===== config.mk =====
export PLATFORM = sky130hd
export DESIGN_NAME = sound_event_sequencer_flat
export DESIGN_NICKNAME = d
export VERILOG_FILES = /design/src/sesq_pkg.sv /design/src/sesq_if.sv /design/src/sesq_ring.sv /design/src/sesq_out_stage.sv /design/src/sound_event_sequencer.sv /design/src/flat_wrapper.sv
export SDC_FILE = /design/constraint.sdc
export NUM_CORES = 1
export LEC_CHECK = 0
export ABC_CLOCK_PERIOD_IN_PS = 5150
export BUFFER_PORTS_ARGS = -buffer_cell sky130_fd_sc_hd__buf_2
export CORE_MARGIN = 2
export CORE_UTILIZATION = 45
export CTS_CLUSTER_DIAMETER = 150
export CTS_CLUSTER_SIZE = 20
export DETAILED_ROUTE_END_ITERATION = 12
export PLACE_DENSITY_LB_ADDON = 0.2
export SYNTH_ARGS = -nofsm -noshare
export SYNTH_HDL_FRONTEND = slang
export SYNTH_HIERARCHICAL = 1
export SYNTH_SLANG_ARGS = --single-unit

===== constraint.sdc =====
create_clock -name clk -period 5.15 [get_ports clk]
set_input_delay 1.03 -clock clk [delete_from_list [all_inputs] [get_ports clk]]
set_output_delay 1.03 -clock clk [all_outputs]
set_load 0.005 [all_outputs]

===== src/sesq_pkg.sv =====
// Shared types, codes and tables of the sound event sequencer.
`default_nettype none
package sesq_pkg;

	localparam int MAX_RESULTS    = 24;
	localparam int DRAIN_ROOM     = MAX_RESULTS - 4;
	localparam int CNT_W          = 5;
	localparam int SUSPEND_MARGIN = 30;
	localparam int DUR_W          = 11;
	localparam int CFG_IDX_W      = 3;
	localparam int CFG_DATA_W     = 7;
	localparam int VOL_MAX        = 100;

	localparam logic [2:0] CMD_DONE = 3'd0;
	localparam logic [2:0] CMD_VOL  = 3'd1;
	localparam logic [2:0] CMD_ONCE = 3'd2;
	localparam logic [2:0] CMD_LOOP = 3'd3;
	localparam logic [2:0] CMD_STOP = 3'd4;

	localparam logic [2:0] EV_TOUCH   = 3'd1;
	localparam logic [2:0] EV_CONFIRM = 3'd2;
	localparam logic [2:0] EV_ERROR   = 3'd3;
	localparam logic [2:0] EV_ASTART  = 3'd4;
	localparam logic [2:0] EV_ASTOP   = 3'd5;

	localparam logic [1:0] ACT_TICK    = 2'd0;
	localparam logic [1:0] ACT_POST    = 2'd1;
	localparam logic [1:0] ACT_PREVIEW = 2'd2;
	localparam logic [1:0] ACT_MUTE    = 2'd3;

	localparam logic [1:0] MEL_ALARM = 2'd3;

	localparam logic [CFG_IDX_W-1:0] REG_ENABLE     = 3'd0;
	localparam logic [CFG_IDX_W-1:0] REG_SYS_VOL    = 3'd1;
	localparam logic [CFG_IDX_W-1:0] REG_ALARM_VOL  = 3'd2;
	localparam logic [CFG_IDX_W-1:0] REG_MEL_TOUCH  = 3'd3;
	localparam logic [CFG_IDX_W-1:0] REG_MEL_CONF   = 3'd4;
	localparam logic [CFG_IDX_W-1:0] REG_MEL_ERROR  = 3'd5;
	localparam logic [CFG_IDX_W-1:0] REG_MEL_ALARM  = 3'd6;

	typedef struct packed {
		logic [2:0] command;
		logic [6:0] volume;
		logic [1:0] melody_type;
		logic [2:0] melody_variant;
		logic       post_accepted;
		logic       last;
	} res_t;

	// up to three results produced by one decision, e[0] goes out first
	typedef struct packed {
		res_t [2:0] e;
		logic [1:0] n;
	} plan_t;

	function automatic logic [2:0] fix_variant(input logic [2:0] v);
		return (v >= 3'd6) ? 3'd0 : v;
	endfunction

	// melody length plus the suspend margin
	function automatic logic [DUR_W-1:0] suspend_len(input logic [1:0] t, input logic [2:0] v);
		logic [DUR_W-1:0] d;
		case ({t, v})
			5'b00_000: d = 11'd17;
			5'b00_001: d = 11'd28;
			5'b00_010: d = 11'd10;
			5'b00_011: d = 11'd12;
			5'b00_100: d = 11'd29;
			5'b00_101: d = 11'd30;
			5'b01_000: d = 11'd286;
			5'b01_001: d = 11'd326;
			5'b01_010: d = 11'd266;
			5'b01_011: d = 11'd348;
			5'b01_100: d = 11'd258;
			5'b01_101: d = 11'd284;
			5'b10_000: d = 11'd374;
			5'b10_001: d = 11'd286;
			5'b10_010: d = 11'd554;
			5'b10_011: d = 11'd244;
			5'b10_100: d = 11'd386;
			5'b10_101: d = 11'd202;
			5'b11_000: d = 11'd968;
			5'b11_001: d = 11'd1008;
			5'b11_010: d = 11'd668;
			5'b11_011: d = 11'd904;
			5'b11_100: d = 11'd908;
			5'b11_101: d = 11'd672;
			default:   d = 11'd0;
		endcase
		return d + DUR_W'(SUSPEND_MARGIN);
	endfunction

	function automatic res_t res_make(input logic [2:0] c, input logic [6:0] vol,
	                                  input logic [1:0] t, input logic [2:0] v);
		res_t r;
		r.command        = c;
		r.volume         = vol;
		r.melody_type    = t;
		r.melody_variant = v;
		r.post_accepted  = 1'b0;
		r.last           = 1'b0;
		return r;
	endfunction

	function automatic plan_t plan_none();
		plan_t p;
		p.e = '0;
		p.n = 2'd0;
		return p;
	endfunction

	function automatic plan_t plan_one(input res_t a);
		plan_t p;
		p.e    = '0;
		p.e[0] = a;
		p.n    = 2'd1;
		return p;
	endfunction

	function automatic plan_t plan_two(input res_t a, input res_t b);
		plan_t p;
		p.e    = '0;
		p.e[0] = a;
		p.e[1] = b;
		p.n    = 2'd2;
		return p;
	endfunction

	// system sound: optional stop of a running alarm, volume, play once
	function automatic plan_t plan_system(input logic stop_first, input logic [6:0] vol,
	                                      input logic [1:0] t, input logic [2:0] v);
		plan_t p;
		p.e = '0;
		if (stop_first) begin
			p.e[0] = res_make(CMD_STOP, 7'd0, 2'd0, 3'd0);
			p.e[1] = res_make(CMD_VOL, vol, 2'd0, 3'd0);
			p.e[2] = res_make(CMD_ONCE, 7'd0, t, v);
			p.n    = 2'd3;
		end else begin
			p.e[0] = res_make(CMD_VOL, vol, 2'd0, 3'd0);
			p.e[1] = res_make(CMD_ONCE, 7'd0, t, v);
			p.n    = 2'd2;
		end
		return p;
	endfunction

endpackage
`default_nettype wire


===== src/sesq_if.sv =====
// Handshake channels of the sound event sequencer: request items and result items.
`default_nettype none
interface sesq_req_if;
	logic        valid;
	logic        ready;
	logic [1:0]  action;
	logic [2:0]  event_code;
	logic [2:0]  preview_variant;
	logic        mute_value;
	logic [31:0] now_ms;

	modport source (output valid, action, event_code, preview_variant, mute_value, now_ms,
	                input ready);
	modport sink (input valid, action, event_code, preview_variant, mute_value, now_ms,
	              output ready);
endinterface

interface sesq_res_if;
	logic       valid;
	logic       ready;
	logic [2:0] command;
	logic [6:0] volume;
	logic [1:0] melody_type;
	logic [2:0] melody_variant;
	logic       post_accepted;
	logic       last;

	modport source (output valid, command, volume, melody_type, melody_variant,
	                post_accepted, last, input ready);
	modport sink (input valid, command, volume, melody_type, melody_variant,
	              post_accepted, last, output ready);
endinterface
`default_nettype wire


===== src/sesq_ring.sv =====
// Event ring storage: one write port, one registered read port.
`default_nettype none
module sesq_ring #(
	parameter int DEPTH = 8,
	parameter int AW    = 3
) (
	input  wire logic          clk,
	input  wire logic          we,
	input  wire logic [AW-1:0] waddr,
	input  wire logic [2:0]    wdata,
	input  wire logic          re,
	input  wire logic [AW-1:0] raddr,
	output logic [2:0]         rdata
);

	logic [2:0] mem [DEPTH];

	always_ff @(posedge clk) begin
		if (we) begin
			mem[waddr] <= wdata;
		end
	end

	always_ff @(posedge clk) begin
		if (re) begin
			rdata <= mem[raddr];
		end
	end

endmodule
`default_nettype wire


===== src/sesq_out_stage.sv =====
// Result output register: holds one result item until the sink takes it.
`default_nettype none
module sesq_out_stage (
	input  wire logic          clk,
	input  wire logic          arst_n,
	input  wire logic          load,
	input  wire sesq_pkg::res_t res,
	output logic               free,
	sesq_res_if.source         result
);

	logic           valid_q;
	sesq_pkg::res_t data_q;

	assign free = !valid_q || result.ready;

	always_ff @(posedge clk or negedge arst_n) begin
		if (!arst_n) begin
			valid_q <= 1'b0;
		end else if (load) begin
			valid_q <= 1'b1;
		end else if (result.ready) begin
			valid_q <= 1'b0;
		end
	end

	always_ff @(posedge clk) begin
		if (load) begin
			data_q <= res;
		end
	end

	assign result.valid          = valid_q;
	assign result.command        = data_q.command;
	assign result.volume         = data_q.volume;
	assign result.melody_type    = data_q.melody_type;
	assign result.melody_variant = data_q.melody_variant;
	assign result.post_accepted  = data_q.post_accepted;
	assign result.last           = data_q.last;

endmodule
`default_nettype wire


===== src/sound_event_sequencer.sv =====
// Sound event sequencer top level: control sequencer around the event ring.
//
//  channel   dir  kind         payload
//  request   in   valid/ready  action, event_code, preview_variant, mute_value, now_ms
//  result    out  valid/ready  command, volume, melody_type, melody_variant, post_accepted, last
//  cfg       in   write only   cfg_we, cfg_index, cfg_data
//
// One item at a time. An accepted item is dispatched, then its result items go out
// in order as the result register frees. A tick drains queued events one by one
// through a ring read; a touch post scans each queued entry through a ring read.
// Reset clears all control state; ring contents need no clearing.
// A stalled result holds the sequencer; request ready is high only when idle.
`default_nettype none
module sound_event_sequencer #(
	parameter int QUEUE_DEPTH = 8
) (
	input  wire logic                               clk,
	input  wire logic                               arst_n,
	sesq_req_if.sink                                request,
	sesq_res_if.source                              result,
	input  wire logic                               cfg_we,
	input  wire logic [sesq_pkg::CFG_IDX_W-1:0]     cfg_index,
	input  wire logic [sesq_pkg::CFG_DATA_W-1:0]    cfg_data
);

	localparam int IDX_W = $clog2(QUEUE_DEPTH);
	localparam logic [IDX_W-1:0] LAST_IDX = IDX_W'(QUEUE_DEPTH - 1);

	localparam logic [3:0] ST_IDLE     = 4'd0;
	localparam logic [3:0] ST_DISPATCH = 4'd1;
	localparam logic [3:0] ST_DRAIN    = 4'd2;
	localparam logic [3:0] ST_DRD      = 4'd3;
	localparam logic [3:0] ST_PUSH     = 4'd4;
	localparam logic [3:0] ST_SCAN     = 4'd5;
	localparam logic [3:0] ST_SCHK     = 4'd6;
	localparam logic [3:0] ST_WRITE    = 4'd7;
	localparam logic [3:0] ST_EMIT     = 4'd8;
	localparam logic [3:0] ST_DONE     = 4'd9;

	function automatic logic [IDX_W-1:0] ptr_inc(input logic [IDX_W-1:0] p);
		return (p == LAST_IDX) ? '0 : p + 1'b1;
	endfunction

	// configuration
	logic [3:0] enable_q;
	logic [6:0] sys_vol_q, alarm_vol_q;
	logic [2:0] mel_touch_q, mel_conf_q, mel_error_q, mel_alarm_q;

	always_ff @(posedge clk or negedge arst_n) begin
		if (!arst_n) begin
			enable_q    <= 4'd15;
			sys_vol_q   <= 7'd70;
			alarm_vol_q <= 7'd70;
			mel_touch_q <= 3'd0;
			mel_conf_q  <= 3'd0;
			mel_error_q <= 3'd0;
			mel_alarm_q <= 3'd0;
		end else if (cfg_we) begin
			case (cfg_index)
				sesq_pkg::REG_ENABLE:    enable_q    <= cfg_data[3:0];
				sesq_pkg::REG_SYS_VOL:   sys_vol_q   <= (cfg_data > 7'(sesq_pkg::VOL_MAX)) ?
				                                         7'(sesq_pkg::VOL_MAX) : cfg_data;
				sesq_pkg::REG_ALARM_VOL: alarm_vol_q <= (cfg_data > 7'(sesq_pkg::VOL_MAX)) ?
				                                         7'(sesq_pkg::VOL_MAX) : cfg_data;
				sesq_pkg::REG_MEL_TOUCH: mel_touch_q <= cfg_data[2:0];
				sesq_pkg::REG_MEL_CONF:  mel_conf_q  <= cfg_data[2:0];
				sesq_pkg::REG_MEL_ERROR: mel_error_q <= cfg_data[2:0];
				sesq_pkg::REG_MEL_ALARM: mel_alarm_q <= cfg_data[2:0];
				default: ;
			endcase
		end
	end

	// control state
	logic [3:0]                state_q, state_d, ret_q, ret_d;
	logic [IDX_W-1:0]          head_q, head_d, tail_q, tail_d, scan_q, scan_d;
	logic                      active_q, active_d, susp_q, susp_d, muted_q, muted_d;
	logic                      acc_q, acc_d;
	logic [31:0]               resume_q, resume_d;
	logic [sesq_pkg::CNT_W-1:0] cnt_q, cnt_d;
	logic [1:0]                idx_q, idx_d;

	// item fields and pending results
	logic [1:0]      act_q;
	logic [2:0]      ev_q, pvar_q;
	logic            mv_q;
	logic [31:0]     now_q;
	sesq_pkg::plan_t plan_q, plan_d;

	// ring and output stage
	logic             ring_we, ring_re;
	logic [IDX_W-1:0] ring_raddr;
	logic [2:0]       ring_rdata;
	logic             out_load, out_free;
	sesq_pkg::res_t   out_res;

	logic [2:0] var_alarm;
	logic       alarm_ok;

	assign var_alarm = sesq_pkg::fix_variant(mel_alarm_q);
	assign alarm_ok  = enable_q[3] && !muted_q;
	assign request.ready = (state_q == ST_IDLE);

	always_comb begin
		sesq_pkg::plan_t pl;
		logic            decide;
		logic [3:0]      ret;
		logic            sys_go;
		logic [1:0]      sys_t;
		logic [2:0]      sys_v;
		logic [2:0]      var_of;
		sesq_pkg::res_t  done_res;

		pl      = sesq_pkg::plan_none();
		decide  = 1'b0;
		ret     = ST_DONE;
		sys_go  = 1'b0;
		sys_t   = 2'd0;
		sys_v   = 3'd0;
		var_of  = 3'd0;
		done_res = sesq_pkg::res_make(sesq_pkg::CMD_DONE, 7'd0, 2'd0, 3'd0);

		state_d  = state_q;
		ret_d    = ret_q;
		head_d   = head_q;
		tail_d   = tail_q;
		scan_d   = scan_q;
		active_d = active_q;
		susp_d   = susp_q;
		muted_d  = muted_q;
		acc_d    = acc_q;
		resume_d = resume_q;
		cnt_d    = cnt_q;
		idx_d    = idx_q;
		plan_d   = plan_q;

		ring_we    = 1'b0;
		ring_re    = 1'b0;
		ring_raddr = tail_q;
		out_load   = 1'b0;
		out_res    = plan_q.e[idx_q];

		case (state_q)
			ST_IDLE: begin
				if (request.valid) begin
					cnt_d   = '0;
					acc_d   = 1'b0;
					state_d = ST_DISPATCH;
				end
			end
			ST_DISPATCH: begin
				decide = 1'b1;
				case (act_q)
					sesq_pkg::ACT_TICK: begin
						ret = ST_DRAIN;
						if (susp_q && now_q >= resume_q) begin
							susp_d = 1'b0;
							if (active_q && alarm_ok) begin
								pl = sesq_pkg::plan_two(
									sesq_pkg::res_make(sesq_pkg::CMD_VOL, alarm_vol_q, 2'd0, 3'd0),
									sesq_pkg::res_make(sesq_pkg::CMD_LOOP, 7'd0,
									                   sesq_pkg::MEL_ALARM, var_alarm));
							end
						end
					end
					sesq_pkg::ACT_POST: begin
						case (ev_q)
							sesq_pkg::EV_ASTOP: begin
								active_d = 1'b0;
								susp_d   = 1'b0;
								head_d   = '0;
								tail_d   = '0;
								pl = sesq_pkg::plan_one(
									sesq_pkg::res_make(sesq_pkg::CMD_STOP, 7'd0, 2'd0, 3'd0));
							end
							sesq_pkg::EV_ASTART: begin
								susp_d = 1'b0;
								head_d = '0;
								tail_d = '0;
								ret    = ST_PUSH;
								pl = sesq_pkg::plan_one(
									sesq_pkg::res_make(sesq_pkg::CMD_STOP, 7'd0, 2'd0, 3'd0));
							end
							sesq_pkg::EV_TOUCH, sesq_pkg::EV_CONFIRM, sesq_pkg::EV_ERROR: begin
								ret = ST_PUSH;
							end
							default: ;
						endcase
					end
					sesq_pkg::ACT_PREVIEW: begin
						if (!muted_q && ev_q != 3'd0 && ev_q <= sesq_pkg::EV_ASTART) begin
							head_d = '0;
							tail_d = '0;
							if (ev_q == sesq_pkg::EV_ASTART) begin
								pl = sesq_pkg::plan_two(
									sesq_pkg::res_make(sesq_pkg::CMD_VOL, alarm_vol_q, 2'd0, 3'd0),
									sesq_pkg::res_make(sesq_pkg::CMD_ONCE, 7'd0, sesq_pkg::MEL_ALARM,
									                   sesq_pkg::fix_variant(pvar_q)));
							end else begin
								sys_go = 1'b1;
								sys_t  = 2'(ev_q - 3'd1);
								sys_v  = sesq_pkg::fix_variant(pvar_q);
							end
						end
					end
					sesq_pkg::ACT_MUTE: begin
						muted_d = mv_q;
						if (mv_q && active_q) begin
							susp_d = 1'b0;
							head_d = '0;
							tail_d = '0;
							pl = sesq_pkg::plan_one(
								sesq_pkg::res_make(sesq_pkg::CMD_STOP, 7'd0, 2'd0, 3'd0));
						end else if (!mv_q && muted_q && active_q && enable_q[3]) begin
							susp_d = 1'b0;
							pl = sesq_pkg::plan_two(
								sesq_pkg::res_make(sesq_pkg::CMD_VOL, alarm_vol_q, 2'd0, 3'd0),
								sesq_pkg::res_make(sesq_pkg::CMD_LOOP, 7'd0,
								                   sesq_pkg::MEL_ALARM, var_alarm));
						end
					end
					default: ;
				endcase
			end
			ST_DRAIN: begin
				if (head_q != tail_q && cnt_q <= sesq_pkg::CNT_W'(sesq_pkg::DRAIN_ROOM)) begin
					ring_re    = 1'b1;
					ring_raddr = tail_q;
					tail_d     = ptr_inc(tail_q);
					state_d    = ST_DRD;
				end else begin
					state_d = ST_DONE;
				end
			end
			ST_DRD: begin
				decide = 1'b1;
				ret    = ST_DRAIN;
				case (ring_rdata)
					sesq_pkg::EV_TOUCH, sesq_pkg::EV_CONFIRM, sesq_pkg::EV_ERROR: begin
						sys_t = 2'(ring_rdata - 3'd1);
						case (sys_t)
							2'd0:    var_of = sesq_pkg::fix_variant(mel_touch_q);
							2'd1:    var_of = sesq_pkg::fix_variant(mel_conf_q);
							default: var_of = sesq_pkg::fix_variant(mel_error_q);
						endcase
						sys_v  = var_of;
						sys_go = enable_q[sys_t] && !muted_q;
					end
					sesq_pkg::EV_ASTART: begin
						active_d = 1'b1;
						susp_d   = 1'b0;
						if (alarm_ok) begin
							pl = sesq_pkg::plan_two(
								sesq_pkg::res_make(sesq_pkg::CMD_VOL, alarm_vol_q, 2'd0, 3'd0),
								sesq_pkg::res_make(sesq_pkg::CMD_LOOP, 7'd0,
								                   sesq_pkg::MEL_ALARM, var_alarm));
						end
					end
					sesq_pkg::EV_ASTOP: begin
						active_d = 1'b0;
						susp_d   = 1'b0;
						pl = sesq_pkg::plan_two(
							sesq_pkg::res_make(sesq_pkg::CMD_STOP, 7'd0, 2'd0, 3'd0),
							sesq_pkg::res_make(sesq_pkg::CMD_VOL, sys_vol_q, 2'd0, 3'd0));
					end
					default: ;
				endcase
			end
			ST_PUSH: begin
				if (ptr_inc(head_q) == tail_q) begin
					state_d = ST_DONE;
				end else if (ev_q == sesq_pkg::EV_TOUCH) begin
					scan_d  = tail_q;
					state_d = ST_SCAN;
				end else begin
					state_d = ST_WRITE;
				end
			end
			ST_SCAN: begin
				if (scan_q == head_q) begin
					state_d = ST_WRITE;
				end else begin
					ring_re    = 1'b1;
					ring_raddr = scan_q;
					scan_d     = ptr_inc(scan_q);
					state_d    = ST_SCHK;
				end
			end
			ST_SCHK: begin
				// a touch already queued refuses the new one
				state_d = (ring_rdata == sesq_pkg::EV_TOUCH) ? ST_DONE : ST_SCAN;
			end
			ST_WRITE: begin
				ring_we = 1'b1;
				head_d  = ptr_inc(head_q);
				acc_d   = 1'b1;
				state_d = ST_DONE;
			end
			ST_EMIT: begin
				if (out_free) begin
					out_load = 1'b1;
					cnt_d    = cnt_q + 1'b1;
					idx_d    = idx_q + 1'b1;
					if (idx_q == plan_q.n - 2'd1) begin
						state_d = ret_q;
					end
				end
			end
			ST_DONE: begin
				done_res.post_accepted = acc_q;
				done_res.last          = 1'b1;
				out_res                = done_res;
				if (out_free) begin
					out_load = 1'b1;
					state_d  = ST_IDLE;
				end
			end
			default: state_d = ST_IDLE;
		endcase

		// system sound shared by drain and preview
		if (sys_go) begin
			pl = sesq_pkg::plan_system(active_q && !susp_q, sys_vol_q, sys_t, sys_v);
			if (active_q) begin
				susp_d   = 1'b1;
				resume_d = now_q + 32'(sesq_pkg::suspend_len(sys_t, sys_v));
			end
		end

		if (decide) begin
			plan_d = pl;
			idx_d  = 2'd0;
			if (pl.n == 2'd0) begin
				state_d = ret;
			end else begin
				state_d = ST_EMIT;
				ret_d   = ret;
			end
		end
	end

	always_ff @(posedge clk or negedge arst_n) begin
		if (!arst_n) begin
			state_q  <= ST_IDLE;
			ret_q    <= ST_DONE;
			head_q   <= '0;
			tail_q   <= '0;
			scan_q   <= '0;
			active_q <= 1'b0;
			susp_q   <= 1'b0;
			muted_q  <= 1'b0;
			acc_q    <= 1'b0;
			resume_q <= '0;
			cnt_q    <= '0;
			idx_q    <= '0;
		end else begin
			state_q  <= state_d;
			ret_q    <= ret_d;
			head_q   <= head_d;
			tail_q   <= tail_d;
			scan_q   <= scan_d;
			active_q <= active_d;
			susp_q   <= susp_d;
			muted_q  <= muted_d;
			acc_q    <= acc_d;
			resume_q <= resume_d;
			cnt_q    <= cnt_d;
			idx_q    <= idx_d;
		end
	end

	always_ff @(posedge clk) begin
		if (request.valid && request.ready) begin
			act_q  <= request.action;
			ev_q   <= request.event_code;
			pvar_q <= request.preview_variant;
			mv_q   <= request.mute_value;
			now_q  <= request.now_ms;
		end
		plan_q <= plan_d;
	end

	sesq_ring #(
		.DEPTH (QUEUE_DEPTH),
		.AW    (IDX_W)
	) u_ring (
		.clk   (clk),
		.we    (ring_we),
		.waddr (head_q),
		.wdata (ev_q),
		.re    (ring_re),
		.raddr (ring_raddr),
		.rdata (ring_rdata)
	);

	sesq_out_stage u_out (
		.clk    (clk),
		.arst_n (arst_n),
		.load   (out_load),
		.res    (out_res),
		.free   (out_free),
		.result (result)
	);

	a_accept_leaves_idle: assert property (@(posedge clk) disable iff (!arst_n)
		request.valid && request.ready |=> state_q == ST_DISPATCH)
		else $error("accepted item did not start dispatch");

	a_no_write_when_full: assert property (@(posedge clk) disable iff (!arst_n)
		ring_we |-> ptr_inc(head_q) != tail_q)
		else $error("ring written while full");

	a_load_only_when_free: assert property (@(posedge clk) disable iff (!arst_n)
		out_load |-> out_free)
		else $error("result register overwritten");

	a_result_budget: assert property (@(posedge clk) disable iff (!arst_n)
		out_load |-> cnt_q < sesq_pkg::CNT_W'(sesq_pkg::MAX_RESULTS))
		else $error("too many results for one item");

	a_done_returns_idle: assert property (@(posedge clk) disable iff (!arst_n)
		state_q == ST_DONE && out_free |=> state_q == ST_IDLE)
		else $error("done result did not return to idle");

endmodule
`default_nettype wire


===== src/flat_wrapper.sv =====
// flat-port wrapper written by rule: the top's interface ports become plain ports
module sound_event_sequencer_flat 
#(
	parameter int QUEUE_DEPTH = 8
)
  (clk, arst_n, cfg_we, cfg_index, cfg_data, request_valid, request_action, request_event_code, request_preview_variant, request_mute_value, request_now_ms, request_ready, result_valid, result_command, result_volume, result_melody_type, result_melody_variant, result_post_accepted, result_last, result_ready);
  sesq_req_if request_i ();
  sesq_res_if result_i ();
  input  wire logic clk;
  input  wire logic arst_n;
  input  wire logic cfg_we;
  input  wire logic [sesq_pkg::CFG_IDX_W-1:0] cfg_index;
  input  wire logic [sesq_pkg::CFG_DATA_W-1:0] cfg_data;
  input wire logic [$bits(request_i.valid)-1:0] request_valid;
  input wire logic [$bits(request_i.action)-1:0] request_action;
  input wire logic [$bits(request_i.event_code)-1:0] request_event_code;
  input wire logic [$bits(request_i.preview_variant)-1:0] request_preview_variant;
  input wire logic [$bits(request_i.mute_value)-1:0] request_mute_value;
  input wire logic [$bits(request_i.now_ms)-1:0] request_now_ms;
  output wire logic [$bits(request_i.ready)-1:0] request_ready;
  output wire logic [$bits(result_i.valid)-1:0] result_valid;
  output wire logic [$bits(result_i.command)-1:0] result_command;
  output wire logic [$bits(result_i.volume)-1:0] result_volume;
  output wire logic [$bits(result_i.melody_type)-1:0] result_melody_type;
  output wire logic [$bits(result_i.melody_variant)-1:0] result_melody_variant;
  output wire logic [$bits(result_i.post_accepted)-1:0] result_post_accepted;
  output wire logic [$bits(result_i.last)-1:0] result_last;
  input wire logic [$bits(result_i.ready)-1:0] result_ready;
  assign request_i.valid = request_valid;
  assign request_i.action = request_action;
  assign request_i.event_code = request_event_code;
  assign request_i.preview_variant = request_preview_variant;
  assign request_i.mute_value = request_mute_value;
  assign request_i.now_ms = request_now_ms;
  assign request_ready = request_i.ready;
  assign result_valid = result_i.valid;
  assign result_command = result_i.command;
  assign result_volume = result_i.volume;
  assign result_melody_type = result_i.melody_type;
  assign result_melody_variant = result_i.melody_variant;
  assign result_post_accepted = result_i.post_accepted;
  assign result_last = result_i.last;
  assign result_i.ready = result_ready;
  sound_event_sequencer #(.QUEUE_DEPTH(QUEUE_DEPTH)) u_core (.clk(clk), .arst_n(arst_n), .request(request_i), .result(result_i), .cfg_we(cfg_we), .cfg_index(cfg_index), .cfg_data(cfg_data));
endmodule

Word-level counts from Yosys, hierarchy flattened --
Memory sizes are Yosys's and may differ from the RTL's. A register that Yosys moved wholly into a read port is not among the register bits. Index checks and enable logic that the tools add are counted.
Operators by class: add/sub/neg operators 10, $mul 0, div/mod/pow operators 0, $lt $le $gt $ge 11, equal/unequal tests 54, shift operators 0, muxes and demuxes 106, bitwise operators 1, reductions and logical operators 57
Operators by type and width (number):
- two-way mux 53 bit | 4
- case mux 53 bit (2 select lines) | 2
- case mux 53 bit (4 select lines) | 1
- two-way mux 35 bit | 5
- two-way mux 3 bit | 21
- two-way mux 4 bit | 10
- case mux 4 bit (9 select lines) | 1
- binary-select mux 17 bit (select 2 bit) | 1
- adder 32 x 11 -> 32 bit | 1
- greater-or-equal comparator 32 bit | 1
- equality test 3 bit (second input constant) | 10
- case mux 3 bit (2 select lines) | 5
- two-way mux 1 bit | 26
- AND reduction 2 bit | 12
- two-way mux 11 bit | 2
- two-way mux 19 bit | 1
- equality test 3 x 2 -> 1 bit (second input constant) | 6
- two-way mux 2 bit | 9
- nonzero test 2 bit | 9
- two-way mux 17 bit | 1
- equality test 4 x 3 -> 1 bit (second input constant) | 4
- two-way mux 16 bit | 1
- case mux 4 bit (2 select lines) | 2
- greater-or-equal comparator 3 bit (second input constant) | 5
- other kinds (47) | 99
Storage, ports and cells: bits in registers 202, bits in latches 0, bits in writable memories 24, ROM bits 320, logic and storage cells 291, memories kept 2
Memories:
- (no name shown) | depth 32, width 10, rd ports 1, clocked after memory_dff 0, write ports 0, RTL line sesq_pkg.sv:63 | case ({t, v})
- u_core.u_ring.mem | depth 8, width 3, rd ports 1, clocked after memory_dff 1, write ports 1, RTL line sesq_ring.sv:16 | logic [2:0] mem [DEPTH];

Longest topological paths before layout --
Gate-level depths: netlist of run 1.
depth in word-level cells 12, depth in mapped cells 26

By module --
The synthesis of run 1 kept the hierarchy.
By module, submodules not included:
- sound_event_sequencer | times used 1, cells an instance 945, area an instance 9466.6 um^2, sequential area each 4372.9 um^2
- sesq_ring | times used 1, cells an instance 50, area an instance 1072.3 um^2, sequential area each 810.8 um^2
- sesq_out_stage | times used 1, cells an instance 20, area an instance 558.0 um^2, sequential area each 535.5 um^2

Worst setup path after synthesis of run 1 --
Ideal clock, no wire load.
path kind register -> register, start register u_core.u_ring.rdata[0] (read register of u_core.u_ring.mem), end register u_core.resume_q[17], setup time 0.083 ns, arrival 5.236 ns, required time 5.067 ns, path slack -0.169 ns, stages on the path, launching flop included 24, buffers on the path 2, period minus slack after synthesis 5.319 ns, cell sequence edfxtp_1 -> clkbuf_1 -> inv_1 -> ha_1 -> or3_1 -> nand3_4 -> o22a_1 -> clkbuf_1 -> inv_1 -> ha_1 -> o21ai_0 -> o21ai_1 -> a211oi_4 -> o31ai_2 -> or4_4 -> xnor2_2 -> ha_1 -> and3_1 -> a21oi_1 -> a31oi_1 -> nor2b_1 -> nand3_1 -> xor2_1 -> o21ai_0
Between the ends: cells in the longest elaborated chain, start to end 10
RTL lines:
- start, declared | RTL line sesq_ring.sv:13 | output logic [2:0] rdata
- subtractor 2 x 1 -> 2 bit | RTL line sound_event_sequencer.sv:240 | sys_t = 2'(ring_rdata - 3'd1);
- equality test 2 x 1 -> 1 bit / logical NOT 2 bit (equally long branches) | RTL line sound_event_sequencer.sv:241 | case (sys_t)
- case mux 3 bit (2 select lines) | RTL line sound_event_sequencer.sv:241
- two-way mux 3 bit | RTL line sound_event_sequencer.sv:238 | case (ring_rdata)
- case mux 3 bit (2 select lines) | RTL line sound_event_sequencer.sv:143 | case (state_q)
- memory (32 x 10 bit)
- two-way mux 11 bit | RTL line sound_event_sequencer.sv:324 | if (active_q) begin
- two-way mux 11 bit | RTL line sound_event_sequencer.sv:322 | if (sys_go) begin
- adder 11 x 5 -> 11 bit | RTL line sesq_pkg.sv:90 | return d + DUR_W'(SUSPEND_MARGIN);
- adder 32 x 11 -> 32 bit | RTL line sound_event_sequencer.sv:326 | resume_d = now_q + 32'(sesq_pkg::suspend_len(sys_t, sys_v));
- end signal, assigned | RTL line sound_event_sequencer.sv:366 | resume_q <= resume_d;
- end, declared | RTL line sound_event_sequencer.sv:79 | logic [31:0] resume_q, resume_d;
Parallel ways exist; a longest one is shown, timed or not. The select of a mux whose other input is x is not followed. A chain may end at the register's enable or synchronous reset.

Worst setup path in the final report of run 1 --
Same ends and word-level chain as after synthesis.

==> flow_summary.ini, run 1 <==
[outcome]
status = finished, final reports clean

[critical_path]
crit_cells = 23
crit_family = simple AND/OR/NAND/NOR gates
worstPathRequired_ns = 5.55
worstPathArrival_ns = 5.25
rr_worst_depth = 23
critPathMaxStageDelay_ns = 0.47
crit_path_max_fanout = 5
crit_slowest_cell = edfxtp_1
critPathLaunchType = register
critical_path_class = reg2reg
path_buf_inv = 2
crit_path_end_kind = register
path_cells = inv_1 -> ha_1 -> and2_1 -> a32oi_1 -> mux2_2 -> o22a_4 -> buf_4 -> ha_1 -> nand2_1 -> a21oi_1 -> o221ai_2 -> nand2_2 -> or3_1 -> xor2_1 -> ha_2 -> nor2_1 -> nor3_2 -> nand4_1 -> a31oi_4 -> nor2b_4 -> nand3_1 -> xor2_1 -> o21ai_0

[pwr]
p_per_area_nw_per_um2 = 398
switching_power_w = 0.00161
power_frac_clock_pct = 22.2
leakage_nw = 5.03
netSwitchingFraction_pct = 32.3
ir_worst_vdd_v = 0.000283
power_frac_comb_pct = 28.6
intPower_w = 0.00337
seq_power_share_pct = 49.1

[route]
drt_iter0_drc = 357
vias = 7590
wl_um = 22500
avgRoutedWirePerCell_um = 15.6
ant_nets = 0
firstDrtPassIters = 7
drc = 0
via_per_inst = 5.27

[floorplanning]
start_util_pct = 45.8
die_y_um = 161
core_sq_um = 24200
die_width_um = 161
ios = 75
die_area_sq_um = 25900
placementRows = 57

[min_path]
hold_depth = 2
hold_class = reg2reg

[clock_network]
cts.sinks = 205
cts_buffers = 14
clk_pin_slew_ns = 0.09
cts_tree = yes
htreeDepth = 1
clock_path_buffers = 3
cts-root-buf = clkbuf_16
clk_latency_ns = 0.49
holdBufCountCts = 0

[synth]
synthFlopType = edfxtp_1
syn_nets = 1136
ys_ff_latch = 205
synth_cell_types = 81
syn_area_per_cell_sq_um = 10.9
synth_edf_count = 115
synth_area_sq_um = 11100
ys_warn_count = 6
yosysSeqAreaShare_pct = 51.5
synthCells = 1015
async_reset_ff_share_pct = 43.9

[timing]
timing.fmax_ghz = 0.206
finalHoldViolCount = 0
finalMaxSlewViolations = 0
fin_crit_ns = 4.85
setup_ws_ns = 0.301
fin_worst_skew_ns = 0.0220
hold_ws_ns = 0.468
worst_slew_pin_slew_ns = 1.15
finalSetupViolations = 0
slew-limit-headroom_pct = 23.1
finalCritPeriodShare_pct = 94.2

[global_routing]
grt_max_degree = 63
track_usage_pct = 17.7
grt_pass1_vias = 7526
gr-total-overflow = 0
grt_pass1_wl_um = 37600
antenna_found_initial = 0

[place]
dpl.hpwl_um = 16800
dp_slack_ns = -0.0429
numPortBuffers = 74
placed_area_sq_um = 12000
gp_congestion = 0.859

[cells_and_area]
final_nets = 1229
n_fill_cell = 2197
synthToLayoutAreaGrowth_pct = 12.7
num_antenna_cells = 0
fin_area_sq_um = 12500
drive_above_1_share_pct = 18.7
layout_common_cells = nand2_1, edfxtp_1, dfrtp_1, nor2_1, buf_2

[job]
cap_violations = 0
[final timing paths]
kind | from | endpoint | slack (ns)
worst max-delay path | u_core/u_ring/rdata[0]$_DFFE_PP_ | u_core/resume_q[17]$_DFFE_PN0P_ | 0.30
worst min-delay path | u_core/alarm_vol_q[6]$_DFFE_PN1P_ | u_core/alarm_vol_q[6]$_DFFE_PN1P_ | 0.47
worst max register to register | u_core/u_ring/rdata[0]$_DFFE_PP_ | u_core/resume_q[17]$_DFFE_PN0P_ | 0.30
worst min register to register | u_core/alarm_vol_q[6]$_DFFE_PN1P_ | u_core/alarm_vol_q[6]$_DFFE_PN1P_ | 0.47
max in group asynchronous | arst_n | u_core/sys_vol_q[6]$_DFFE_PN1P_ | 3.51
min in group asynchronous | arst_n | u_core/resume_q[12]$_DFFE_PN0P_ | 0.63
[synth_stat cells (all sizes together) (3+ instances only)]
cell type | number | share of area [%]
buf | 12 | 0.68
a31o | 4 | 0.32
o31ai | 5 | 0.38
a31oi | 6 | 0.34
nand4b | 4 | 0.32
a211oi | 3 | 0.32
nand3 | 33 | 1.6
nor2 | 74 | 2.5
a21o | 20 | 1.4
a2111oi | 4 | 0.37
nor2b | 21 | 1.2
dfrtp | 79 | 18
a21oi | 32 | 1.5
xnor2 | 26 | 2.1
nor3b | 3 | 0.20
o22ai | 10 | 0.62
edfxtp | 115 | 31
ha | 64 | 7.2
and2 | 10 | 0.56
dfstp | 11 | 2.6
or2 | 6 | 0.34
mux2 | 29 | 2.9
nor3 | 21 | 0.99
a22o | 9 | 0.71
o21ai | 70 | 3.2
xor2 | 25 | 2.0
nand2 | 117 | 4.0
o221ai | 4 | 0.37
mux4 | 7 | 1.6
o21a | 4 | 0.27
o22a | 3 | 0.24
nor4b | 4 | 0.51
a22oi | 9 | 0.61
or3 | 4 | 0.23
nand2b | 17 | 1.0
nand3b | 4 | 0.30
inv | 65 | 2.2
nand4 | 16 | 0.90
and3 | 6 | 0.38
clkbuf | 20 | 0.68
mux2i | 12 | 1.1
[metrics by stage]
stage	instances	total power (W)	util [%]	TNS, ns
2_1_floorplan	1015	0.00344	-	0
3_3_place_gp	1413	0.00386	49.4	0
3_5_place_dp	1413	0.00390	49.4	-0.0652
4_1_cts	1437	0.00502	51.2	0
5_1_grt	1440	0.00532	51.6	-0.0142
6_report	1440	0.00497	51.6	0
[logic make-up (layout without fill, tap and decap cells)]
logic type | after synthesis | in the layout | synth area share (%)
xor gates and xnor gates | 51 | 51 | 4.09
AOI/OAI and AO/OA | 204 | 204 | 12.3
adders and majority gates | 65 | 65 | 7.40
muxes | 48 | 48 | 5.65
buffers and inverters | 98 | 199 | 3.63
and+or+nand+nor | 344 | 344 | 15.4
DFF | 205 | 205 | 51.5
[metal layers]
layer | GRT usage [%] | share of wire (%)
met5 | 0 | 0
met4 | 4.38 | 2.4
met3 | 2.00 | 3.2
met2 | 30.6 | 47
met1 | 24.0 | 47
[worst register-to-register path, cell delays in order (launching register included)]
cell and delay (ns):
edfxtp_1 0.47, inv_1 0.13, ha_1 0.23, and2_1 0.14
a32oi_1 0.05, mux2_2 0.28, o22a_4 0.25, buf_4 0.15
ha_1 0.20, nand2_1 0.11, a21oi_1 0.09, o221ai_2 0.24
nand2_2 0.12, or3_1 0.42, xor2_1 0.19, ha_2 0.36
nor2_1 0.06, nor3_2 0.18, nand4_1 0.20, a31oi_4 0.27
nor2b_4 0.22, nand3_1 0.10, xor2_1 0.15, o21ai_0 0.15
[power groups by stage]
| stage | registers [W] | clock network (W) | logic [W] |
|---|---|---|---|
| floorplan | 0.00240 | 0 | 0.00104 |
| global placement | 0.00247 | 0 | 0.00139 |
| detailed placement | 0.00248 | 0 | 0.00142 |
| CTS | 0.00245 | 0.00115 | 0.00142 |
| global route | 0.00249 | 0.00120 | 0.00162 |
| finish | 0.00244 | 0.00111 | 0.00142 |
[flip-flops by register name, summed over array words and instances, names as in the netlist, 4 cells and up]
name,count
u_core/alarm_vol_q,7
u_core/cnt_q,5
u_core/enable_q,4
u_core/now_q,32
u_core/plan_q,30
u_core/resume_q,32
u_core/state_q,4
u_core/sys_vol_q,7
u_core/u_out/result.volume,7
u_core/u_ring/mem,24
[layout make-up]
cell class | count | area (sq um) | area share (%)
Sequential cell | 205 | 5720 | 45.7
Multi-Input combinational cell | 712 | 5070 | 40.5
Timing Repair Buffer | 109 | 636 | 5.08
Clock buffer | 23 | 405 | 3.24
Tap cell | 324 | 405 | 3.24
Inverter | 66 | 253 | 2.02
Clock inverter | 1 | 16.3 | 0.130
[timing repair]
item                                    CTS  global route
pin swaps                                 0             4
setup buffers                             0             3
gates resized for setup                   1            14
endpoints found under the setup margin    3            21
Power figures use the tool's default switching activity.
==> run 2: changes to the inputs <==
ABC_CLOCK_PERIOD_IN_PS = 4400   (was 5150)
clock period = 4.4 ns   (was 5.15 ns; I/O delays follow)
==> flow_summary.ini, run 2 (synthesis gave the netlist of run 1 again) <==
[clock_network]
clock_path_buffers = 3
htreeDepth = 1
clk_latency_ns = 0.48
holdBufCountCts = 0
cts_tree = yes
cts.sinks = 205
cts-root-buf = clkbuf_16
clk_pin_slew_ns = 0.09
cts_buffers = 14

[global_routing]
gr-total-overflow = 0
use_met1_pct = 24.6
grt_pass1_vias = 7927
track_usage_pct = 18.2
grt_pass1_wl_um = 39100
antenna_found_initial = 0
grtUsageMet3_pct = 2.18
grtUsageMet2_pct = 31.7
grt-busiest-layer = met2
grt_max_degree = 64

[timing]
worst_slew_pin_slew_ns = 1.11
fin_worst_skew_ns = 0.0257
finalMaxSlewViolations = 0
finalHoldViolCount = 0
rsz0062_at_grt = true
hold_ws_ns = 0.465
fin_crit_ns = 4.62
setup_ws_ns = -0.221
finalSetupViolations = 20
timing.fmax_ghz = 0.216
timing.setup.tns_ns = -2.45
finalCritPeriodShare_pct = 105
slew-limit-headroom_pct = 26.1

[route]
drc = 0
wl_um = 23500
firstDrtPassIters = 5
vias = 7961
drt_iter0_drc = 501
avgRoutedWirePerCell_um = 15.4
ant_nets = 0
via_per_inst = 5.23

[cells_and_area]
final_nets = 1312
drive_above_1_share_pct = 29.0
layout_common_cells = edfxtp_1, buf_4, nand2_1, dfrtp_1, buf_2
reg_top3 = u_core/now_q x32, u_core/resume_q x32, u_core/plan_q x30
synthToLayoutAreaGrowth_pct = 22.2
num_antenna_cells = 0
final_cells = 1523
final_common_cell = edfxtp_1

[floorplanning]
core_sq_um = 24200
die_width_um = 161
ios = 75
die_area_sq_um = 25900
placementRows = 57
start_util_pct = 45.8
die_y_um = 161

[place]
placed_cells = 1473
dp_slack_ns = -0.420
numPortBuffers = 74
gp_congestion = 0.871
dpl.hpwl_um = 17400

[critical_path]
path_cells = inv_4 -> ha_4 -> nand4b_1 -> o311a_4 -> o22a_4 -> buf_4 -> ha_2 -> nand2_2 -> nand2b_1 -> o221ai_2 -> nand2_2 -> or3_4 -> xor2_1 -> ha_2 -> a2111oi_4 -> nor3_2 -> nand4_1 -> a31oi_4 -> buf_4 -> nand2_2 -> nor3_4 -> xnor2_1 -> o21ai_0
critPathMaxStageDelay_ns = 0.51
crit_family = simple AND/OR/NAND/NOR gates
cpMostUsedCell = nand2_2
worstPathArrival_ns = 4.96
path_buf_inv = 3
crit_path_max_fanout = 6
critical_path_class = reg2reg
critPathLaunchType = register
crit_slowest_cell = edfxtp_1
crit_path_end_kind = register
worstPathRequired_ns = 4.74

[outcome]
status = complete, but fails checks
violations = negative setup slack

[min_path]
hold_class = in2async

[pwr]
leakage_nw = 5.51
power.total_w = 0.00609
ir_worst_vdd_v = 0.000405
p_per_area_nw_per_um2 = 449

[job]
cap_violations = 0
## run 2: cell count changes in the layout (fill, tap and decap cells not counted), moves of 5 or more
| cell | before | now |
|---|---|---|
| buf_4 | 36 | 109 |
| ha_1 | 61 | 51 |
| nand2_1 | 115 | 109 |
| buf_6 | 0 | 9 |
| nor2_1 | 74 | 65 |
| o21ai_1 | 5 | 13 |
| ha_4 | 1 | 8 |
| a21oi_1 | 30 | 24 |
| nand2_2 | 2 | 7 |
| nor2_2 | 0 | 6 |
| o21ai_0 | 65 | 54 |
## run 2: routing by layer
metal	vias to the layer above	routed length (um)
li1	4006	-
met1	3768	10800
met2	155	11500
met3	32	826
met4	0	401
met5	-	0
## run 2: power breakdown
group	internal (W)	total [W]	switching [W]
clock network	0.000645	0.00130	0.000651
registers	0.00258	0.00285	0.000271
logic	0.000912	0.00195	0.00104
## run 2: layout make-up
cell class,instances,area (sq um)
Tap cell,324,405
Timing Repair Buffer,192,1310
Fill cell,2148,10700
Clock inverter,1,16.3
Inverter,66,260
Clock buffer,23,405
Multi-Input combinational cell,712,5450
Sequential cell,205,5720
## run 2: metrics by stage
| step | instance area [sq um] | util, % |
|---|---|---|
| floorplan | 11200 | - |
| global placement | 12500 | 51.7 |
| detailed placement | 12500 | 51.7 |
| CTS | 13200 | 54.4 |
| global route | 13600 | 55.9 |
| finish | 13600 | 55.9 |
## run 2: path summary, 6_finish.rpt
check	start	end	slack, ns	depth (start not counted)
setup / recovery	u_core/u_ring/rdata[0]$_DFFE_PP_	u_core/resume_q[31]$_DFFE_PN0P_	-0.22	23
hold / removal	arst_n	u_core/head_q[1]$_DFFE_PN0P_	0.46	1
setup reg to reg	u_core/u_ring/rdata[0]$_DFFE_PP_	u_core/resume_q[31]$_DFFE_PN0P_	-0.22	23
hold reg to reg	u_core/alarm_vol_q[6]$_DFFE_PN1P_	u_core/alarm_vol_q[6]$_DFFE_PN1P_	0.47	2
max in group asynchronous	arst_n	u_core/resume_q[19]$_DFFE_PN0P_	3.15	2
min in group clk	u_core/alarm_vol_q[6]$_DFFE_PN1P_	u_core/alarm_vol_q[6]$_DFFE_PN1P_	0.47	2
## run 2: what timing repair did
action	CTS	global route
setup buffers	10	16
endpoints found under the hold margin	0	0
pin swaps	36	30
endpoints found under the setup margin	25	25
resized for setup	36	51
gates cloned	0	0
## run 2: worst register-to-register path: cells and delay by family (launching register included)
family          cells  cell delay (ns)
compound gates      6             1.08
xor+xnor            2             0.30
fa+ha+maj           3             0.75
buf+inv             3             0.37
flops               1             0.51
simple gates        9             1.47
